===== src/hw/rtl/cce_pkg.sv =====
// Shared types and constants of the text console cursor engine.
`timescale 1ns / 1ps

package cce_pkg;

    // Character codes with special meaning
    localparam logic [7:0] CHAR_NUL   = 8'd0;
    localparam logic [7:0] CHAR_TAB   = 8'd9;
    localparam logic [7:0] CHAR_LF    = 8'd10;
    localparam logic [7:0] CHAR_CR    = 8'd13;
    localparam logic [7:0] CHAR_SPACE = 8'd32;

    // Result action codes
    localparam logic [1:0] ACT_DRAW   = 2'd0;
    localparam logic [1:0] ACT_SCROLL = 2'd1;
    localparam logic [1:0] ACT_CURSOR = 2'd2;

    // Configuration register indexes
    localparam logic [1:0] REG_SCREEN_WIDTH  = 2'd0;
    localparam logic [1:0] REG_SCREEN_HEIGHT = 2'd1;
    localparam logic [1:0] REG_GLYPH_WIDTH   = 2'd2;
    localparam logic [1:0] REG_GLYPH_HEIGHT  = 2'd3;

    // Configuration reset values
    localparam logic [11:0] RST_SCREEN_WIDTH  = 12'd640;
    localparam logic [11:0] RST_SCREEN_HEIGHT = 12'd480;
    localparam logic [6:0]  RST_GLYPH_WIDTH   = 7'd8;
    localparam logic [6:0]  RST_GLYPH_HEIGHT  = 7'd16;

    // Command queue depth
    localparam int QUEUE_DEPTH = 2;

    // Classified command kinds
    typedef enum logic [2:0] {
        OP_NOP,
        OP_NEWLINE,
        OP_RETURN,
        OP_TAB,
        OP_PRINT
    } op_t;

    // One queued command
    typedef struct packed {
        op_t        op;
        logic [7:0] code;
    } cmd_t;

    // Screen and glyph geometry
    typedef struct packed {
        logic [11:0] screen_width;
        logic [11:0] screen_height;
        logic [6:0]  glyph_width;
        logic [6:0]  glyph_height;
    } geom_t;

endpackage


===== src/hw/rtl/cce_front.sv =====
// Front end: accepts character beats, classifies them and hands them to the queue.
`timescale 1ns / 1ps

module cce_front
    import cce_pkg::*;
(
    input  logic       clk,
    input  logic       rst_n,
    input  logic       in_valid,
    output logic       in_ready,
    input  logic [7:0] char_code,
    output logic       push_valid,
    input  logic       push_ready,
    output cmd_t       push_cmd
);

    logic hold_valid_reg;
    logic hold_valid_next;
    cmd_t hold_cmd_reg;
    cmd_t hold_cmd_next;
    cmd_t decoded;
    logic accept;

    // Classify the incoming byte
    always_comb
    begin
        decoded.code = char_code;
        unique case (char_code)
            CHAR_NUL: decoded.op = OP_NOP;
            CHAR_TAB: decoded.op = OP_TAB;
            CHAR_LF:  decoded.op = OP_NEWLINE;
            CHAR_CR:  decoded.op = OP_RETURN;
            default:  decoded.op = OP_PRINT;
        endcase
    end

    // Holding register drains into the queue
    assign in_ready   = !hold_valid_reg || push_ready;
    assign accept     = in_valid && in_ready;
    assign push_valid = hold_valid_reg;
    assign push_cmd   = hold_cmd_reg;

    always_comb
    begin
        hold_valid_next = hold_valid_reg;
        hold_cmd_next   = hold_cmd_reg;
        if (accept)
        begin
            hold_valid_next = 1'b1;
            hold_cmd_next   = decoded;
        end
        else if (push_ready)
        begin
            hold_valid_next = 1'b0;
        end
    end

    always_ff @(posedge clk or negedge rst_n)
    begin
        if (!rst_n)
        begin
            hold_valid_reg <= 1'b0;
        end
        else
        begin
            hold_valid_reg <= hold_valid_next;
        end
    end

    always_ff @(posedge clk)
    begin
        hold_cmd_reg <= hold_cmd_next;
    end

endmodule


===== src/hw/rtl/cce_queue.sv =====
// Short command queue between the front end and the sequencer.
`timescale 1ns / 1ps

module cce_queue
    import cce_pkg::*;
(
    input  logic clk,
    input  logic rst_n,
    input  logic push_valid,
    output logic push_ready,
    input  cmd_t push_cmd,
    output logic pop_valid,
    input  logic pop_ready,
    output cmd_t pop_cmd
);

    localparam int PTR_W = (QUEUE_DEPTH > 1) ? $clog2(QUEUE_DEPTH) : 1;
    localparam int CNT_W = $clog2(QUEUE_DEPTH + 1);

    cmd_t             slot_mem [QUEUE_DEPTH];
    logic [PTR_W-1:0] wr_ptr_reg;
    logic [PTR_W-1:0] wr_ptr_next;
    logic [PTR_W-1:0] rd_ptr_reg;
    logic [PTR_W-1:0] rd_ptr_next;
    logic [CNT_W-1:0] count_reg;
    logic [CNT_W-1:0] count_next;
    logic             do_push;
    logic             do_pop;

    assign push_ready = (count_reg != CNT_W'(QUEUE_DEPTH));
    assign pop_valid  = (count_reg != '0);
    assign pop_cmd    = slot_mem[rd_ptr_reg];
    assign do_push    = push_valid && push_ready;
    assign do_pop     = pop_valid && pop_ready;

    // Pointer and fill count update
    always_comb
    begin
        wr_ptr_next = wr_ptr_reg;
        rd_ptr_next = rd_ptr_reg;
        count_next  = count_reg;
        if (do_push)
        begin
            wr_ptr_next = (wr_ptr_reg == PTR_W'(QUEUE_DEPTH - 1)) ? '0 : wr_ptr_reg + PTR_W'(1);
        end
        if (do_pop)
        begin
            rd_ptr_next = (rd_ptr_reg == PTR_W'(QUEUE_DEPTH - 1)) ? '0 : rd_ptr_reg + PTR_W'(1);
        end
        if (do_push && !do_pop)
        begin
            count_next = count_reg + CNT_W'(1);
        end
        else if (do_pop && !do_push)
        begin
            count_next = count_reg - CNT_W'(1);
        end
    end

    always_ff @(posedge clk or negedge rst_n)
    begin
        if (!rst_n)
        begin
            wr_ptr_reg <= '0;
            rd_ptr_reg <= '0;
            count_reg  <= '0;
        end
        else
        begin
            wr_ptr_reg <= wr_ptr_next;
            rd_ptr_reg <= rd_ptr_next;
            count_reg  <= count_next;
        end
    end

    // Storage
    always_ff @(posedge clk)
    begin
        if (do_push)
        begin
            slot_mem[wr_ptr_reg] <= push_cmd;
        end
    end

endmodule


===== src/hw/rtl/cce_back.sv =====
// Back end: cursor state, command sequencer and output register.
`timescale 1ns / 1ps

module cce_back
    import cce_pkg::*;
#(
    parameter int TAB_COLUMNS = 4
)
(
    input  logic        clk,
    input  logic        rst_n,
    input  geom_t       geom,
    input  logic        cmd_valid,
    output logic        cmd_ready,
    input  cmd_t        cmd,
    output logic        out_valid,
    input  logic        out_ready,
    output logic [1:0]  action,
    output logic [11:0] pos_x,
    output logic [11:0] pos_y,
    output logic [7:0]  glyph_code,
    output logic        last
);

    localparam int PW = (TAB_COLUMNS > 1) ? $clog2(TAB_COLUMNS) : 1;
    localparam int RW = $clog2(TAB_COLUMNS + 1);

    localparam logic [1:0] S_IDLE   = 2'd0;
    localparam logic [1:0] S_DRAW   = 2'd1;
    localparam logic [1:0] S_LINE   = 2'd2;
    localparam logic [1:0] S_CURSOR = 2'd3;

    logic [1:0]    state_reg,  state_next;
    logic [11:0]   cx_reg,     cx_next;
    logic [11:0]   cy_reg,     cy_next;
    logic [11:0]   col_reg,    col_next;
    logic [PW-1:0] phase_reg,  phase_next;
    logic [RW-1:0] rem_reg,    rem_next;
    logic [7:0]    glyph_reg,  glyph_next;

    logic          ov_reg,     ov_next;
    logic [1:0]    act_reg,    act_next;
    logic [11:0]   ox_reg,     ox_next;
    logic [11:0]   oy_reg,     oy_next;
    logic [7:0]    oc_reg,     oc_next;
    logic          ol_reg,     ol_next;

    logic          emit_ok;
    logic [12:0]   cx_adv;
    logic [13:0]   edge_sum;
    logic          wrap;
    logic [12:0]   cy_sum;
    logic          scroll;
    logic [RW-1:0] rem_dec;

    assign emit_ok   = !ov_reg || out_ready;
    assign cmd_ready = (state_reg == S_IDLE);

    // Edge checks: right edge after an advance, bottom edge on a new line
    assign cx_adv   = {1'b0, cx_reg} + {6'b0, geom.glyph_width};
    assign edge_sum = {1'b0, cx_adv} + {7'b0, geom.glyph_width};
    assign wrap     = edge_sum > {2'b0, geom.screen_width};
    assign cy_sum   = {1'b0, cy_reg} + {6'b0, geom.glyph_height};
    assign scroll   = cy_sum >= {1'b0, geom.screen_height};
    assign rem_dec  = rem_reg - RW'(1);

    // Sequencer
    always_comb
    begin
        state_next = state_reg;
        cx_next    = cx_reg;
        cy_next    = cy_reg;
        col_next   = col_reg;
        phase_next = phase_reg;
        rem_next   = rem_reg;
        glyph_next = glyph_reg;
        ov_next    = ov_reg && !out_ready;
        act_next   = act_reg;
        ox_next    = ox_reg;
        oy_next    = oy_reg;
        oc_next    = oc_reg;
        ol_next    = ol_reg;

        unique case (state_reg)
            S_IDLE:
            begin
                if (cmd_valid)
                begin
                    rem_next = '0;
                    unique case (cmd.op)
                        OP_NOP:
                        begin
                            state_next = S_CURSOR;
                        end
                        OP_RETURN:
                        begin
                            cx_next    = '0;
                            col_next   = '0;
                            phase_next = '0;
                            state_next = S_CURSOR;
                        end
                        OP_NEWLINE:
                        begin
                            state_next = S_LINE;
                        end
                        OP_TAB:
                        begin
                            glyph_next = CHAR_SPACE;
                            rem_next   = RW'(TAB_COLUMNS) - RW'(phase_reg);
                            state_next = S_DRAW;
                        end
                        default:
                        begin
                            glyph_next = cmd.code;
                            rem_next   = RW'(1);
                            state_next = S_DRAW;
                        end
                    endcase
                end
            end

            S_DRAW:
            begin
                if (emit_ok)
                begin
                    ov_next  = 1'b1;
                    act_next = ACT_DRAW;
                    ox_next  = cx_reg;
                    oy_next  = cy_reg;
                    oc_next  = glyph_reg;
                    ol_next  = 1'b0;
                    col_next = col_reg + 12'd1;
                    // Tab phase tracks the column count modulo the tab stop
                    if (col_reg == 12'hFFF || phase_reg == PW'(TAB_COLUMNS - 1))
                    begin
                        phase_next = '0;
                    end
                    else
                    begin
                        phase_next = phase_reg + PW'(1);
                    end
                    rem_next = rem_dec;
                    if (wrap)
                    begin
                        cx_next    = '0;
                        state_next = S_LINE;
                    end
                    else
                    begin
                        cx_next    = cx_adv[11:0];
                        state_next = (rem_dec == '0) ? S_CURSOR : S_DRAW;
                    end
                end
            end

            S_LINE:
            begin
                if (emit_ok)
                begin
                    cx_next    = '0;
                    col_next   = '0;
                    phase_next = '0;
                    if (scroll)
                    begin
                        ov_next  = 1'b1;
                        act_next = ACT_SCROLL;
                        ox_next  = '0;
                        oy_next  = '0;
                        oc_next  = '0;
                        ol_next  = 1'b0;
                    end
                    else
                    begin
                        cy_next = cy_sum[11:0];
                    end
                    state_next = (rem_reg == '0) ? S_CURSOR : S_DRAW;
                end
            end

            S_CURSOR:
            begin
                if (emit_ok)
                begin
                    ov_next    = 1'b1;
                    act_next   = ACT_CURSOR;
                    ox_next    = cx_reg;
                    oy_next    = cy_reg;
                    oc_next    = '0;
                    ol_next    = 1'b1;
                    state_next = S_IDLE;
                end
            end

            default:
            begin
                state_next = S_IDLE;
            end
        endcase
    end

    always_ff @(posedge clk or negedge rst_n)
    begin
        if (!rst_n)
        begin
            state_reg <= S_IDLE;
            cx_reg    <= '0;
            cy_reg    <= '0;
            col_reg   <= '0;
            phase_reg <= '0;
            rem_reg   <= '0;
            ov_reg    <= 1'b0;
        end
        else
        begin
            state_reg <= state_next;
            cx_reg    <= cx_next;
            cy_reg    <= cy_next;
            col_reg   <= col_next;
            phase_reg <= phase_next;
            rem_reg   <= rem_next;
            ov_reg    <= ov_next;
        end
    end

    // Payload registers
    always_ff @(posedge clk)
    begin
        glyph_reg <= glyph_next;
        act_reg   <= act_next;
        ox_reg    <= ox_next;
        oy_reg    <= oy_next;
        oc_reg    <= oc_next;
        ol_reg    <= ol_next;
    end

    assign out_valid  = ov_reg;
    assign action     = act_reg;
    assign pos_x      = ox_reg;
    assign pos_y      = oy_reg;
    assign glyph_code = oc_reg;
    assign last       = ol_reg;

endmodule


===== src/hw/rtl/text_console_cursor_engine.sv =====
// Path: a character beat passes through the front-end holding register and the command
// queue to the sequencer; its results leave through the output register, ending with a cursor update.
// The sequencer takes a new command only once it is idle again; the holding register and
// queue buffer further bytes meanwhile, and a stalled output holds the sequencer.
// Reset: asynchronous, active low; clears cursor, column count, queue and output valid,
// and loads the geometry registers with 640x480 pixels and 8x16 glyphs.
`timescale 1ns / 1ps

module text_console_cursor_engine
    import cce_pkg::*;
#(
    parameter int TAB_COLUMNS = 4
)
(
    input  logic        clk,
    input  logic        rst_n,
    input  logic        in_valid,
    output logic        in_ready,
    input  logic [7:0]  char_code,
    output logic        out_valid,
    input  logic        out_ready,
    output logic [1:0]  action,
    output logic [11:0] pos_x,
    output logic [11:0] pos_y,
    output logic [7:0]  glyph_code,
    output logic        last,
    input  logic        cfg_valid,
    output logic        cfg_ready,
    input  logic [1:0]  cfg_index,
    input  logic [11:0] cfg_data
);

    geom_t geom_reg;
    geom_t geom_next;
    logic  push_valid;
    logic  push_ready;
    cmd_t  push_cmd;
    logic  cmd_valid;
    logic  cmd_ready;
    cmd_t  cmd;

    // Geometry registers
    assign cfg_ready = 1'b1;

    always_comb
    begin
        geom_next = geom_reg;
        if (cfg_valid)
        begin
            unique case (cfg_index)
                REG_SCREEN_WIDTH:  geom_next.screen_width  = cfg_data;
                REG_SCREEN_HEIGHT: geom_next.screen_height = cfg_data;
                REG_GLYPH_WIDTH:   geom_next.glyph_width   = cfg_data[6:0];
                REG_GLYPH_HEIGHT:  geom_next.glyph_height  = cfg_data[6:0];
                default:           geom_next = geom_reg;
            endcase
        end
    end

    always_ff @(posedge clk or negedge rst_n)
    begin
        if (!rst_n)
        begin
            geom_reg.screen_width  <= RST_SCREEN_WIDTH;
            geom_reg.screen_height <= RST_SCREEN_HEIGHT;
            geom_reg.glyph_width   <= RST_GLYPH_WIDTH;
            geom_reg.glyph_height  <= RST_GLYPH_HEIGHT;
        end
        else
        begin
            geom_reg <= geom_next;
        end
    end

    cce_front u_front (
        .clk        (clk),
        .rst_n      (rst_n),
        .in_valid   (in_valid),
        .in_ready   (in_ready),
        .char_code  (char_code),
        .push_valid (push_valid),
        .push_ready (push_ready),
        .push_cmd   (push_cmd)
    );

    cce_queue u_queue (
        .clk        (clk),
        .rst_n      (rst_n),
        .push_valid (push_valid),
        .push_ready (push_ready),
        .push_cmd   (push_cmd),
        .pop_valid  (cmd_valid),
        .pop_ready  (cmd_ready),
        .pop_cmd    (cmd)
    );

    cce_back #(
        .TAB_COLUMNS (TAB_COLUMNS)
    ) u_back (
        .clk        (clk),
        .rst_n      (rst_n),
        .geom       (geom_reg),
        .cmd_valid  (cmd_valid),
        .cmd_ready  (cmd_ready),
        .cmd        (cmd),
        .out_valid  (out_valid),
        .out_ready  (out_ready),
        .action     (action),
        .pos_x      (pos_x),
        .pos_y      (pos_y),
        .glyph_code (glyph_code),
        .last       (last)
    );

endmodule


===== config.mk =====
export PLATFORM = sky130hd
export DESIGN_NAME = text_console_cursor_engine
export DESIGN_NICKNAME = d
export VERILOG_FILES = /design/src/hw/rtl/cce_pkg.sv /design/src/hw/rtl/cce_front.sv /design/src/hw/rtl/cce_queue.sv /design/src/hw/rtl/cce_back.sv /design/src/hw/rtl/text_console_cursor_engine.sv
export SDC_FILE = /design/constraint.sdc
export NUM_CORES = 1
export LEC_CHECK = 0
export BUFFER_PORTS_ARGS = -buffer_cell sky130_fd_sc_hd__buf_2
export CAP_MARGIN = 20
export CELL_PAD_IN_SITES_DETAIL_PLACEMENT = 0
export CELL_PAD_IN_SITES_GLOBAL_PLACEMENT = 1
export CORE_ASPECT_RATIO = 1.2
export CORE_MARGIN = 2
export CORE_UTILIZATION = 40
export DETAILED_ROUTE_END_ITERATION = 7
export PLACE_DENSITY_LB_ADDON = 0.3
export SYNTH_ARGS = -nofsm -noshare
export SYNTH_HDL_FRONTEND = slang
export SYNTH_HIERARCHICAL = 1
export SYNTH_SLANG_ARGS = --single-unit

===== constraint.sdc =====
create_clock -name clk -period 7.5 [get_ports clk]
set_input_delay 0.375 -clock clk [delete_from_list [all_inputs] [get_ports clk]]
set_output_delay 0.375 -clock clk [all_outputs]
set_load 0.005 [all_outputs]

==> qor.log, run 1 <==
qor: clock_tree.cts_tree done
qor: power.p_per_area 409.1 nW/µm²
qor: global_routing.antenna_found_initial 0
qor: power.power.clock.fraction 22.4%
qor: detailed_routing.route.vias.total 5,379
qor: clock_tree.path_clk_slew 0.07 ns
qor: timing.timing.max_slew.rel_slack 36.25%
qor: setup_path.crit_type reg2reg
qor: layout.layout.cells.most_common sky130_fd_sc_hd__dfrtp_1
qor: timing.grt_setup_unrepaired no
qor: power.finalPower 3958 µW
qor: synthesis.synth_cell_types 72
qor: setup_path.maximum_fanout_along_the_worst_path 9
qor: die.core.rowCount 58
qor: power.internal-power 2438 µW
qor: detailed_routing.post-route-drc-count 0
qor: synthesis.top_flip_flop_cell_by_instance_count_after_synthesis sky130_fd_sc_hd__dfrtp_1
qor: detailed_routing.first_iter_violations 212
qor: timing.worst-slew-pin-transition 0.9520 ns
qor: layout.area_growth_syn_to_layout 14.51%
qor: placement.place_hpwl 12,450 µm
qor: die.i_o_pin_count 65
qor: synthesis.synth.ff_latch_count 162
qor: detailed_routing.first_pass_iters 5
qor: global_routing.vias_in_the_first_global_route 5,674
qor: clock_tree.numCtsBuffers 17
qor: detailed_routing.drt-vias-per-instance 5.118
qor: power.total_leakage_power 0.004085 µW
qor: timing.period_needed 5.360 ns
qor: clock_tree.post_cts.resized_instances 0
qor: detailed_routing.wl_per_cell 15.81 µm
qor: timing.slew_viol_final 0
qor: timing.finalHoldViolations 0
qor: synthesis.mean_area_per_synthesized_cell 12.07 µm²
qor: global_routing.grt.total_usage 16.06%
qor: setup_path.worst_ep_arrival_time 5.64 ns
qor: layout.mostFrequentLayoutCells sky130_fd_sc_hd__dfrtp_1 (79), sky130_fd_sc_hd__edfxtp_1 (75), sky130_fd_sc_hd__buf_2 (62)
qor: clock_tree.clock_insertion_delay_worst_skew 0.43 ns
qor: run_status.status finished clean
qor: global_routing.grt_pass1_wl 27,760 µm
qor: timing.setup_total_negative_slack 0 ns
qor: synthesis.netlist_area 8451 µm²
qor: layout.flip_flop_count_of_the_largest_register_after_layout 38
qor: synthesis.asyncSetResetFlopFracSynth 53.70%
qor: synthesis.netlist_instances 700
qor: clock_tree.clock-sinks 162
qor: clock_tree.cts.path.max_buffers 2
qor: die.die_w 136.7 µm
qor: clock_tree.clk_root_buffer_cell sky130_fd_sc_hd__clkbuf_16
qor: layout.ratio_of_cells_with_drive_above_1_in_the_final_layout 23.56%
qor: timing.f_max 186.6 MHz
qor: power.comb_power_share 41.3%
qor: timing.clock-skew-final 0.009951 ns
qor: power.swShare 38.42%
qor: job.drv.max_cap_violation_count 0
qor: die.core_area 20,830 µm²
qor: detailed_routing.routed_wirelength 16,610 µm
qor: placement.buffer_ports.inserted 63
qor: synthesis.ys.warnings.count 6
qor: die.initial_utilization 40.57%
qor: power.share_of_total_power_in_sequential_cells 36.2%
qor: global_routing.grt_overflow 0
qor: synthesis.synth_sequential_area_ratio 52.53%
qor: synthesis.synthesis.nets 783
qor: global_routing.grt_max_degree 55
qor: hold_path.path_category_of_the_worst_min_delay_check in2reg
qor: layout.insertedDiodeCount 0
qor: layout.fin_nets 851
qor: die.die_extent_in_y 163.2 µm
qor: die.die_area 22,310 µm²
qor: detailed_routing.drt.antenna.violating_nets 0
qor: setup_path.worst-endpoint-required 7.78 ns
qor: clock_tree.clock_tree.htree_level_count 4
qor: timing.report.final.setup_viol 0
qor: placement.gp_congestion 0.8195
qor: setup_path.critPathLaunchType flip-flop
qor: power.switch_pwr 1521 µW
qor: synthesis.edff_count_synth 75
qor: setup_path.crit_path_end_kind flip-flop
qor: power.vdd_drop_max 0.1829 mV
qor: timing.layout_worst_path_cycle_share 71.47%
-- cells in the mapped netlist, types with 3 or more instances --
| cell | instances | area (µm²) |
|---|---|---|
| sky130_fd_sc_hd__nand2b_1 | 15 | 93.84 |
| sky130_fd_sc_hd__mux2_1 | 7 | 78.83 |
| sky130_fd_sc_hd__o31ai_1 | 4 | 30.03 |
| sky130_fd_sc_hd__and3_1 | 4 | 25.02 |
| sky130_fd_sc_hd__nand3_1 | 10 | 50.05 |
| sky130_fd_sc_hd__o21ai_0 | 32 | 160.2 |
| sky130_fd_sc_hd__clkbuf_1 | 10 | 37.54 |
| sky130_fd_sc_hd__nand2_1 | 41 | 153.9 |
| sky130_fd_sc_hd__nor3_1 | 11 | 55.05 |
| sky130_fd_sc_hd__nand3b_1 | 4 | 30.03 |
| sky130_fd_sc_hd__dfstp_2 | 8 | 210.2 |
| sky130_fd_sc_hd__nor4_1 | 3 | 18.77 |
| sky130_fd_sc_hd__xor2_1 | 15 | 131.4 |
| sky130_fd_sc_hd__mux2_2 | 49 | 551.8 |
| sky130_fd_sc_hd__edfxtp_1 | 75 | 2252 |
| sky130_fd_sc_hd__o211ai_1 | 3 | 22.52 |
| sky130_fd_sc_hd__or3_1 | 10 | 62.56 |
| sky130_fd_sc_hd__xnor2_1 | 24 | 210.2 |
| sky130_fd_sc_hd__nor2b_1 | 15 | 93.84 |
| sky130_fd_sc_hd__nand4_1 | 6 | 37.54 |
| sky130_fd_sc_hd__ha_1 | 53 | 663.1 |
| sky130_fd_sc_hd__inv_1 | 46 | 172.7 |
| sky130_fd_sc_hd__a31oi_1 | 3 | 18.77 |
| sky130_fd_sc_hd__nor2_1 | 28 | 105.1 |
| sky130_fd_sc_hd__a211o_1 | 5 | 43.79 |
| sky130_fd_sc_hd__a21o_1 | 13 | 97.59 |
| sky130_fd_sc_hd__dfrtp_1 | 79 | 1977 |
| sky130_fd_sc_hd__fa_1 | 3 | 60.06 |
| sky130_fd_sc_hd__a21oi_1 | 24 | 120.1 |
| sky130_fd_sc_hd__a211oi_1 | 5 | 37.54 |
| sky130_fd_sc_hd__and2_1 | 34 | 212.7 |
| sky130_fd_sc_hd__buf_4 | 4 | 30.03 |
| sky130_fd_sc_hd__o31ai_2 | 7 | 87.58 |
-- power groups by stage --
stage               Combinational [µW]  Clock, µW  Sequential [µW]
finish                            1640        888             1430
detailed placement                1650          0             1460
CTS                               1660        913             1440
floorplan                         1270          0             1390
global route                      1860        948             1480
global placement                  1600          0             1450
-- kinds of logic (layout without fill, tap and decap cells) --
family | Yosys count | count (layout) | share of synthesized area (%)
buffers and inverters | 65 | 146 | 3.183
XOR/XNOR | 41 | 41 | 4.694
AND/OR/NAND/NOR | 197 | 197 | 12.96
adder cells (fa/ha/maj) | 56 | 56 | 8.558
multiplexers | 56 | 56 | 7.462
flip-flops | 162 | 162 | 52.53
AO/OA/AOI/OAI | 122 | 122 | 10.57
other | 1 | 1 | 0.04438
-- area by class of cell --
type / instances / area, µm²
Clock buffer: 17 / 425.4
Fill cell: 1889 / 11150
Multi-Input combinational cell: 473 / 3745
Timing Repair Buffer: 68 / 357.8
Inverter: 46 / 172.7
Clock inverter: 15 / 198.9
Sequential cell: 162 / 4439
Tap cell: 270 / 337.8
-- critical path, stage by stage (launching register included) --
cell and delay (ns):
sky130_fd_sc_hd__dfrtp_1 0.41, sky130_fd_sc_hd__ha_1 0.22, sky130_fd_sc_hd__inv_1 0.06, sky130_fd_sc_hd__fa_1 0.42, sky130_fd_sc_hd__nor2b_4 0.17, sky130_fd_sc_hd__o31a_1 0.29, sky130_fd_sc_hd__o21ai_0 0.12, sky130_fd_sc_hd__nand2b_1 0.09
sky130_fd_sc_hd__xnor2_1 0.15, sky130_fd_sc_hd__inv_1 0.09, sky130_fd_sc_hd__ha_1 0.24, sky130_fd_sc_hd__or3_1 0.38, sky130_fd_sc_hd__o221ai_1 0.25, sky130_fd_sc_hd__nor3_1 0.13, sky130_fd_sc_hd__xnor2_1 0.14, sky130_fd_sc_hd__ha_1 0.31
sky130_fd_sc_hd__nand3_1 0.09, sky130_fd_sc_hd__o21ai_0 0.19, sky130_fd_sc_hd__a311oi_1 0.14, sky130_fd_sc_hd__o31ai_1 0.62, sky130_fd_sc_hd__or2_1 0.55, sky130_fd_sc_hd__o211ai_2 0.14
-- path summary, 6_finish.rpt --
kind,startpoint,endpoint,slack (ns),depth (start not counted)
min in group asynchronous,rst_n,geom_reg[3],0.44,2
setup / recovery,geom_reg[7],u_back/state_reg[0],2.14,21
max in group asynchronous,rst_n,u_back/col_reg[2],5.96,3
hold / removal,char_code[4],u_front/push_cmd[4],0.14,1
setup reg to reg,geom_reg[7],u_back/state_reg[0],2.14,21
hold reg to reg,u_front/push_cmd[6],u_queue/slot_mem[0][6],0.45,0
-- routing by layer --
metal  global-route usage [%]  part of all wire [%]  vias to the layer above
met5                        0                     0                        -
met1                    19.34                    43                     2640
met4                    5.824                   1.8                        0
li1                         -                     -                     2643
met3                    3.352                   2.8                       15
met2                    28.14                    52                       81
-- repair_timing --
action	CTS	global route
endpoints found under the hold margin	31	0
hold buffers	1	0
buffers inserted	0	0
endpoints found under the setup margin	0	0
-- metrics by stage --
stage,worst slack [ns],cell area [µm²],utilization (%),cells,hold slack [ns]
finish,2.140,9677,46.46,1051,0.1378
global route,1.600,9677,46.46,1051,0.1191
global placement,2.337,9042,43.42,1018,0.3510
detailed placement,2.188,9042,43.42,1018,0.3558
floorplan,2.944,8451,-,700,0.07941
CTS,2.122,9677,46.46,1051,0.1168
Power figures use the tool's default switching activity.
==> run 2, diff against run 1 <==
Clock period 7.5 ns to 5.5 ns, I/O delays scaled along.
==> run 2 against run 1 <==
  * Worst setup slack worse by 1.7 ns
  * Sequential share of layout area down 0.22 points
  * Global-route usage up 0.18 points
  * Via count up 0.17%
  * Clock skew up 0.00053 ns
  * Non-clock buffer count up 5
  * Design area up 0.48%
  * Power up 38%
  * Worst hold slack worse by 0.10 ns
  * Critical path type unchanged
==> qor.log, run 2 (synthesized netlist as in run 1, its figures left out) <==
qor: timing.f_max 196.7 MHz [+5.4%]
qor: layout.ratio_of_cells_with_drive_above_1_in_the_final_layout 24.17% [+0.61 points]
qor: detailed_routing.drt.antenna.violating_nets 0 [unchanged]
qor: global_routing.grt.total_usage 16.24% [+0.18 points]
qor: global_routing.grtUsageMet1 19.60% [+0.26 points]
qor: placement.numPlacedInstances 1,020 [+0.20%]
qor: global_routing.met2_usage 28.98% [+0.84 points]
qor: die.die_extent_in_y 163.2 µm [unchanged]
qor: clock_tree.cts.path.max_buffers 2 [unchanged]
qor: clock_tree.clk_root_buffer_cell sky130_fd_sc_hd__clkbuf_16
qor: die.die_area 22,310 µm² [unchanged]
qor: power.total_leakage_power 0.004113 µW [+0.67%]
qor: power.vdd_drop_max 0.2912 mV [+59%]
qor: timing.slew_viol_final 0 [unchanged]
qor: detailed_routing.wl_per_cell 15.93 µm [+0.78%]
qor: timing.clock-skew-final 0.01048 ns [+0.0005253 ns]
qor: layout.flip_flop_count_of_the_largest_register_after_layout 38 [unchanged]
qor: placement.gp_congestion 0.7992 [-2.5%]
qor: setup_path.worstPathBufferInverterCount 4 [+2]
qor: detailed_routing.route.vias.total 5,388 [+0.17%]
qor: timing.report.final.setup_viol 0 [unchanged]
qor: detailed_routing.first_iter_violations 209 [-1.4%]
qor: timing.layout_worst_path_cycle_share 92.42% [+21 points]
qor: layout.mostFrequentLayoutCells sky130_fd_sc_hd__dfrtp_1 (79), sky130_fd_sc_hd__edfxtp_1 (75), sky130_fd_sc_hd__buf_2 (62)
qor: clock_tree.path_clk_slew 0.07 ns [about the same]
qor: layout.fin_nets 856 [+0.59%]
qor: global_routing.grt_max_degree 55 [unchanged]
qor: detailed_routing.first_pass_iters 5 [unchanged]
qor: clock_tree.numCtsBuffers 17 [unchanged]
qor: clock_tree.clock_tree.htree_level_count 4 [unchanged]
qor: layout.seqCellArea 4439 µm² [unchanged]
qor: setup_path.critical_path.max_stage_delay 0.42 ns [-0.20 ns]
qor: die.die_w 136.7 µm [unchanged]
qor: global_routing.grt-busiest-layer met2
qor: die.initial_utilization 40.57% [unchanged]
qor: hold_path.path_category_of_the_worst_min_delay_check in2reg
qor: timing.period_needed 5.083 ns [-0.2769 ns]
qor: detailed_routing.drt-vias-per-instance 5.102 [-0.31%]
qor: layout.core_util_final 46.68% [+0.22 points]
qor: global_routing.met3_resource_use_gr 3.073% [-0.28 points]
qor: detailed_routing.routed_wirelength 16,820 µm [+1.3%]
qor: die.core_area 20,830 µm² [unchanged]
qor: layout.filler_cell_count 1,909 [+1.1%]
qor: timing.timing.max_slew.rel_slack 38.89% [+2.6 points]
qor: global_routing.grt_overflow 0 [unchanged]
qor: run_status.status finished clean
qor: clock_tree.clock-sinks 162 [unchanged]
qor: layout.footprint_of_the_multi_input_gates 3749 µm² [+0.10%]
qor: global_routing.antenna_found_initial 0 [unchanged]
qor: setup_path.maximum_fanout_along_the_worst_path 5 [-4]
qor: layout.layout.cells.most_common sky130_fd_sc_hd__dfrtp_1
qor: global_routing.grt_pass1_wl 28,100 µm [+1.2%]
qor: setup_path.worst-endpoint-required 5.86 ns [-1.92 ns]
qor: layout.insertedDiodeCount 0 [unchanged]
qor: placement.buffer_ports.inserted 63 [unchanged]
qor: global_routing.vias_in_the_first_global_route 5,642 [-0.56%]
qor: job.drv.max_cap_violation_count 0 [unchanged]
qor: layout.area_growth_syn_to_layout 15.06%
qor: clock_tree.cts_tree done
qor: detailed_routing.post-route-drc-count 0 [unchanged]
qor: power.p_per_area 561.7 nW/µm² [+37%]
qor: timing.worst-slew-pin-transition 0.9126 ns [-0.03940 ns]
qor: setup_path.crit_path_end_kind flip-flop
qor: setup_path.critPathSlowestCell sky130_fd_sc_hd__dfrtp_1
qor: die.core.rowCount 58 [unchanged]
qor: setup_path.critPathTopFamily compound AO/OA/AOI/OAI gates
qor: setup_path.crit_type reg2reg
qor: placement.place_hpwl 12,540 µm [+0.75%]
qor: timing.finalHoldViolations 0 [unchanged]
qor: setup_path.critPathLaunchType flip-flop
qor: layout.final-instance-count-excl-fill 1,056 [+0.48%]
qor: setup_path.worst_ep_arrival_time 5.45 ns [-0.19 ns]
qor: setup_path.critical-path-top-cell-by-count sky130_fd_sc_hd__ha_1
qor: die.i_o_pin_count 65 [unchanged]
qor: clock_tree.clock_insertion_delay_worst_skew 0.43 ns [about the same]
[run 2: cell count changes in the layout (fill, tap and decap cells not counted)]
cell                         delta
sky130_fd_sc_hd__buf_4          +5
sky130_fd_sc_hd__clkinv_4       -2
sky130_fd_sc_hd__inv_12         -2
sky130_fd_sc_hd__inv_6          +2
sky130_fd_sc_hd__a2111oi_0      -1
sky130_fd_sc_hd__a2111oi_1      +1
sky130_fd_sc_hd__bufinv_16      +1
sky130_fd_sc_hd__clkinvlp_4     +1
sky130_fd_sc_hd__or2_1          -1
sky130_fd_sc_hd__or2_4          +1
[run 2: worst paths after layout]
check | startpoint | end | slack, ns | cells past startpoint
setup / recovery | geom_reg[7] | u_back/cx_reg[10] | 0.42 | 25
setup reg to reg | geom_reg[7] | u_back/cx_reg[10] | 0.42 | 25
max in group asynchronous | rst_n | u_back/cx_reg[9] | 4.08 | 3
min in group asynchronous | rst_n | u_back/cy_reg[2] | 0.33 | 2
hold reg to reg | u_front/push_cmd[6] | u_queue/slot_mem[1][6] | 0.45 | 0
hold / removal | char_code[7] | u_front/push_cmd[7] | 0.04 | 1
[run 2: metrics by stage]
stage | TNS, ns | instance area, µm² | setup slack [ns] | hold slack (ns) | power, µW
floorplan | 0 | 8451 | 0.9442 | -0.02059 | 3620
detailed placement | 0 | 9057 | 0.3267 | 0.2562 | 4244
finish | 0 | 9723 | 0.4169 | 0.03642 | 5461
CTS | 0 | 9697 | 0.2774 | 0.01623 | 5503
global placement | 0 | 9057 | 0.5379 | 0.2470 | 4176
global route | -0.001504 | 9723 | -0.001504 | 0.01786 | 5896
[run 2: layer usage]
layer  wire [µm]  vias up
met5           0        -
met4         198        0
met3         525       12
met2        8806       88
met1        7290     2641
li1            -     2647
[run 2: final cells by class]
cell class | count | area share (%)
clock buffer | 17 | 4.375
clock inverter | 15 | 2.098
inverter | 46 | 1.776
multi-input combinational | 473 | 38.55
sequential | 162 | 45.66
tap | 270 | 3.474
timing repair buffer | 73 | 4.066
[run 2: worst reg2reg max path, cell delays in order (launching register included)]
cell                        delay, ns
sky130_fd_sc_hd__dfrtp_1         0.42
sky130_fd_sc_hd__ha_1            0.22
sky130_fd_sc_hd__inv_1           0.06
sky130_fd_sc_hd__fa_1            0.42
sky130_fd_sc_hd__nor2b_4         0.18
sky130_fd_sc_hd__o31a_1          0.26
sky130_fd_sc_hd__buf_4           0.14
sky130_fd_sc_hd__a21o_1          0.10
sky130_fd_sc_hd__inv_1           0.05
sky130_fd_sc_hd__ha_1            0.31
sky130_fd_sc_hd__o21a_1          0.12
sky130_fd_sc_hd__o31a_1          0.13
sky130_fd_sc_hd__o21ai_0         0.16
sky130_fd_sc_hd__nand2b_1        0.10
sky130_fd_sc_hd__a21oi_1         0.15
sky130_fd_sc_hd__nor2_1          0.06
sky130_fd_sc_hd__xnor2_1         0.13
sky130_fd_sc_hd__ha_1            0.30
sky130_fd_sc_hd__a21o_1          0.18
sky130_fd_sc_hd__a21oi_1         0.17
sky130_fd_sc_hd__o2111ai_1       0.13
sky130_fd_sc_hd__a311oi_1        0.38
sky130_fd_sc_hd__o31ai_1         0.15
sky130_fd_sc_hd__buf_4           0.21
sky130_fd_sc_hd__a2111oi_1       0.33
sky130_fd_sc_hd__a211o_1         0.15
[run 2: power breakdown]
part	internal (µW)	switching (µW)	leakage, µW
registers	1710	251	0.00177
logic	1010	1260	0.00204
clock network	663	568	0.000304
[run 2: what timing repair did]
| action | in CTS | in global routing |
|---|---|---|
| resized for setup | 0 | 3 |
| hold endpoints to repair | 31 | 0 |
| setup buffers | 0 | 3 |
| hold buffers | 1 | 0 |
| endpoints found under the setup margin | 0 | 10 |
==> run 3, diff against run 2 <==
Settings changed: CORE_UTILIZATION 40 to 49, GPL_TIMING_DRIVEN from default to 0.
==> run 3 against run 2 <==
  * Via count grew 1.7%
  * Critical path depth fell by 3
  * Register-to-register slack worse by 0.11 ns
  * Count of clock-buffer cells in the layout unchanged
  * Die area is 18% lower
  * Routed wire length decreased by 2.4%
  * Sequential share of layout area fell by 0.070 points
  * Power rose by 0.49%
  * Core utilization up 11 points
  * Design area grew 0.15%
  * First-iteration DRC count rose by 32%
  * Highest routed layer unchanged
==> qor.log, run 3 (synthesized netlist as in run 1, its figures left out) <==
qor: run_status.status finished clean
qor: setup_path.crit_type reg2reg
qor: die.initial_utilization 50.15% [+9.6 points]
qor: global_routing.grt_pass1_wl 26,790 µm [-4.7%]
qor: layout.core_util_final 57.79% [+11 points]
qor: die.core_area 16,850 µm² [-19%]
qor: setup_path.r2r_setup_slack 0.31 ns [-0.11 ns]
qor: timing.layout_worst_path_cycle_share 94.33% [+1.9 points]
qor: layout.layout.cell_area.non_filler 9738 µm² [+0.15%]
qor: clock_tree.numCtsBuffers 17 [unchanged]
qor: setup_path.worst-endpoint-required 5.83 ns [-0.03 ns]
qor: layout.flip_flop_count_of_the_largest_register_after_layout 38 [unchanged]
qor: layout.insertedDiodeCount 0 [unchanged]
qor: layout.fin_nets 869 [+1.5%]
qor: detailed_routing.drt.antenna.violating_nets 0 [unchanged]
qor: die.die_w 123.9 µm [-9.4%]
qor: die.die_area 18,320 µm² [-18%]
qor: placement.gp_congestion 0.8626 [+7.9%]
qor: clock_tree.clock_insertion_delay_worst_skew 0.42 ns [about the same]
qor: detailed_routing.route.vias.total 5,480 [+1.7%]
qor: placement.buffer_ports.inserted 63 [unchanged]
qor: job.drv.max_cap_violation_count 0 [unchanged]
qor: die.core.rowCount 52 [-10%]
qor: detailed_routing.first_iter_violations 275 [+32%]
qor: timing.clock-skew-final 0.009173 ns [-0.001303 ns]
qor: clock_tree.clock_tree.htree_level_count 4 [unchanged]
qor: placement.place_hpwl 12,200 µm [-2.7%]
qor: detailed_routing.routed_wirelength 16,410 µm [-2.4%]
qor: layout.mostFrequentLayoutCells sky130_fd_sc_hd__dfrtp_1 (79), sky130_fd_sc_hd__edfxtp_1 (75), sky130_fd_sc_hd__buf_2 (64)
qor: power.total_leakage_power 0.004145 µW [+0.79%]
qor: timing.finalHoldViolations 0 [unchanged]
qor: timing.timing.final.ws_setup 0.3118 ns [-0.1051 ns]
qor: detailed_routing.first_pass_iters 4 [-1]
qor: clock_tree.cts.path.max_buffers 2 [unchanged]
qor: timing.grt_setup_unrepaired no
qor: layout.ratio_of_cells_with_drive_above_1_in_the_final_layout 23.90% [-0.27 points]
qor: timing.slew_viol_final 0 [unchanged]
qor: layout.area_growth_syn_to_layout 15.24%
qor: power.p_per_area 563.6 nW/µm² [+0.33%]
qor: setup_path.critPathLaunchType flip-flop
qor: hold_path.path_category_of_the_worst_min_delay_check in2reg
qor: clock_tree.cts_tree done
qor: detailed_routing.drt-vias-per-instance 5.399 [+5.8%]
qor: detailed_routing.post-route-drc-count 0 [unchanged]
qor: setup_path.maximum_fanout_along_the_worst_path 9 [+4]
qor: timing.worst-slew-pin-transition 0.8584 ns [-0.05424 ns]
qor: placement.pre_cts_ws 0.2732 ns [-0.05348 ns]
qor: timing.period_needed 5.188 ns [+0.1051 ns]
qor: clock_tree.path_clk_slew 0.07 ns [about the same]
qor: global_routing.vias_in_the_first_global_route 5,526 [-2.1%]
qor: die.i_o_pin_count 65 [unchanged]
qor: setup_path.crit_path_end_kind flip-flop
qor: clock_tree.clk_root_buffer_cell sky130_fd_sc_hd__clkbuf_16
qor: global_routing.antenna_found_initial 0 [unchanged]
qor: die.die_extent_in_y 147.9 µm [-9.4%]
qor: placement.placedInstanceArea 9096 µm² [+0.43%]
qor: timing.setup_total_negative_slack 0 ns [unchanged]
qor: global_routing.grt_max_degree 55 [unchanged]
qor: power.vdd_drop_max 0.2440 mV [-16%]
qor: timing.f_max 192.7 MHz [-2.0%]
qor: timing.report.final.setup_viol 0 [unchanged]
qor: timing.timing.max_slew.rel_slack 42.71% [+3.8 points]
qor: detailed_routing.wl_per_cell 16.17 µm [+1.5%]
qor: global_routing.grt_overflow 0 [unchanged]
qor: global_routing.grt.total_usage 19.00% [+2.8 points]
qor: setup_path.worst_ep_arrival_time 5.51 ns [+0.06 ns]
qor: clock_tree.clock-sinks 162 [unchanged]
qor: layout.layout.cells.most_common sky130_fd_sc_hd__dfrtp_1
## run 3: routing by layer
metal / track usage [%] / up-vias / share of wire (%)
li1: - / 2668 / -
met1: 22.48 / 2688 / 42
met2: 33.49 / 93 / 53
met3: 3.241 / 31 / 2.4
met4: 8.295 / 0 / 3.0
met5: 0 / - / 0
## run 3: final cells by class
class,instances,area (µm²)
plain buffers,19,96.34
well taps,216,270.3
multi-input cells,473,3756
fillers,1411,7113
repair buffers,67,390.4
clock inverters,15,187.7
flip-flops and latches,162,4439
inverters,46,172.7
clock buffers,17,425.4
## run 3: worst max-delay path, cell delays in order, from the launching register on
cell,delay (ns)
sky130_fd_sc_hd__dfrtp_1,0.43
sky130_fd_sc_hd__ha_1,0.25
sky130_fd_sc_hd__inv_1,0.09
sky130_fd_sc_hd__fa_1,0.24
sky130_fd_sc_hd__nor2b_4,0.07
sky130_fd_sc_hd__o31a_1,0.34
sky130_fd_sc_hd__o21ai_0,0.18
sky130_fd_sc_hd__nand2b_1,0.09
sky130_fd_sc_hd__xnor2_1,0.29
sky130_fd_sc_hd__inv_1,0.12
sky130_fd_sc_hd__ha_1,0.25
sky130_fd_sc_hd__or3_1,0.39
sky130_fd_sc_hd__o221ai_1,0.24
sky130_fd_sc_hd__nor3_1,0.13
sky130_fd_sc_hd__a21boi_1,0.17
sky130_fd_sc_hd__xnor2_1,0.08
sky130_fd_sc_hd__ha_1,0.31
sky130_fd_sc_hd__nand3_1,0.08
sky130_fd_sc_hd__nor4_1,0.49
sky130_fd_sc_hd__o31ai_2,0.23
sky130_fd_sc_hd__or2_1,0.28
sky130_fd_sc_hd__buf_6,0.16
sky130_fd_sc_hd__o41ai_2,0.19
## run 3: stage by stage
stage / hold slack (ns) / std cells / power (µW)
2_1_floorplan: -0.02059 / 700 / 3620
3_3_place_gp: 0.4278 / 979 / 4163
3_5_place_dp: 0.2701 / 981 / 4278
4_1_cts: 0.02221 / 1014 / 5510
5_1_grt: 0.02562 / 1015 / 5895
6_report: 0.03884 / 1015 / 5488
## run 3: report_power, final
group	switching (µW)	internal (µW)
clock	543	657
combinational	1350	1030
sequential	188	1710
## run 3: path summary, 6_finish.rpt
kind                                          end                start  depth (start not counted)
min in group asynchronous        u_back/cy_reg[4]                rst_n                          2
max                              u_back/cx_reg[2]          geom_reg[7]                         22
max reg2reg                      u_back/cx_reg[2]          geom_reg[7]                         22
min                           u_front/push_cmd[6]         char_code[6]                          1
min reg2reg                u_queue/slot_mem[0][7]  u_front/push_cmd[7]                          0
max in group asynchronous            geom_reg[35]                rst_n                          3
## run 3: repair_timing
| action | CTS | global route |
|---|---|---|
| endpoints found under the setup margin | 0 | 10 |
| gates resized for setup | 0 | 2 |
| endpoints found under the hold margin | 32 | 0 |
| hold buffers | 1 | 0 |
| setup buffers | 0 | 1 |
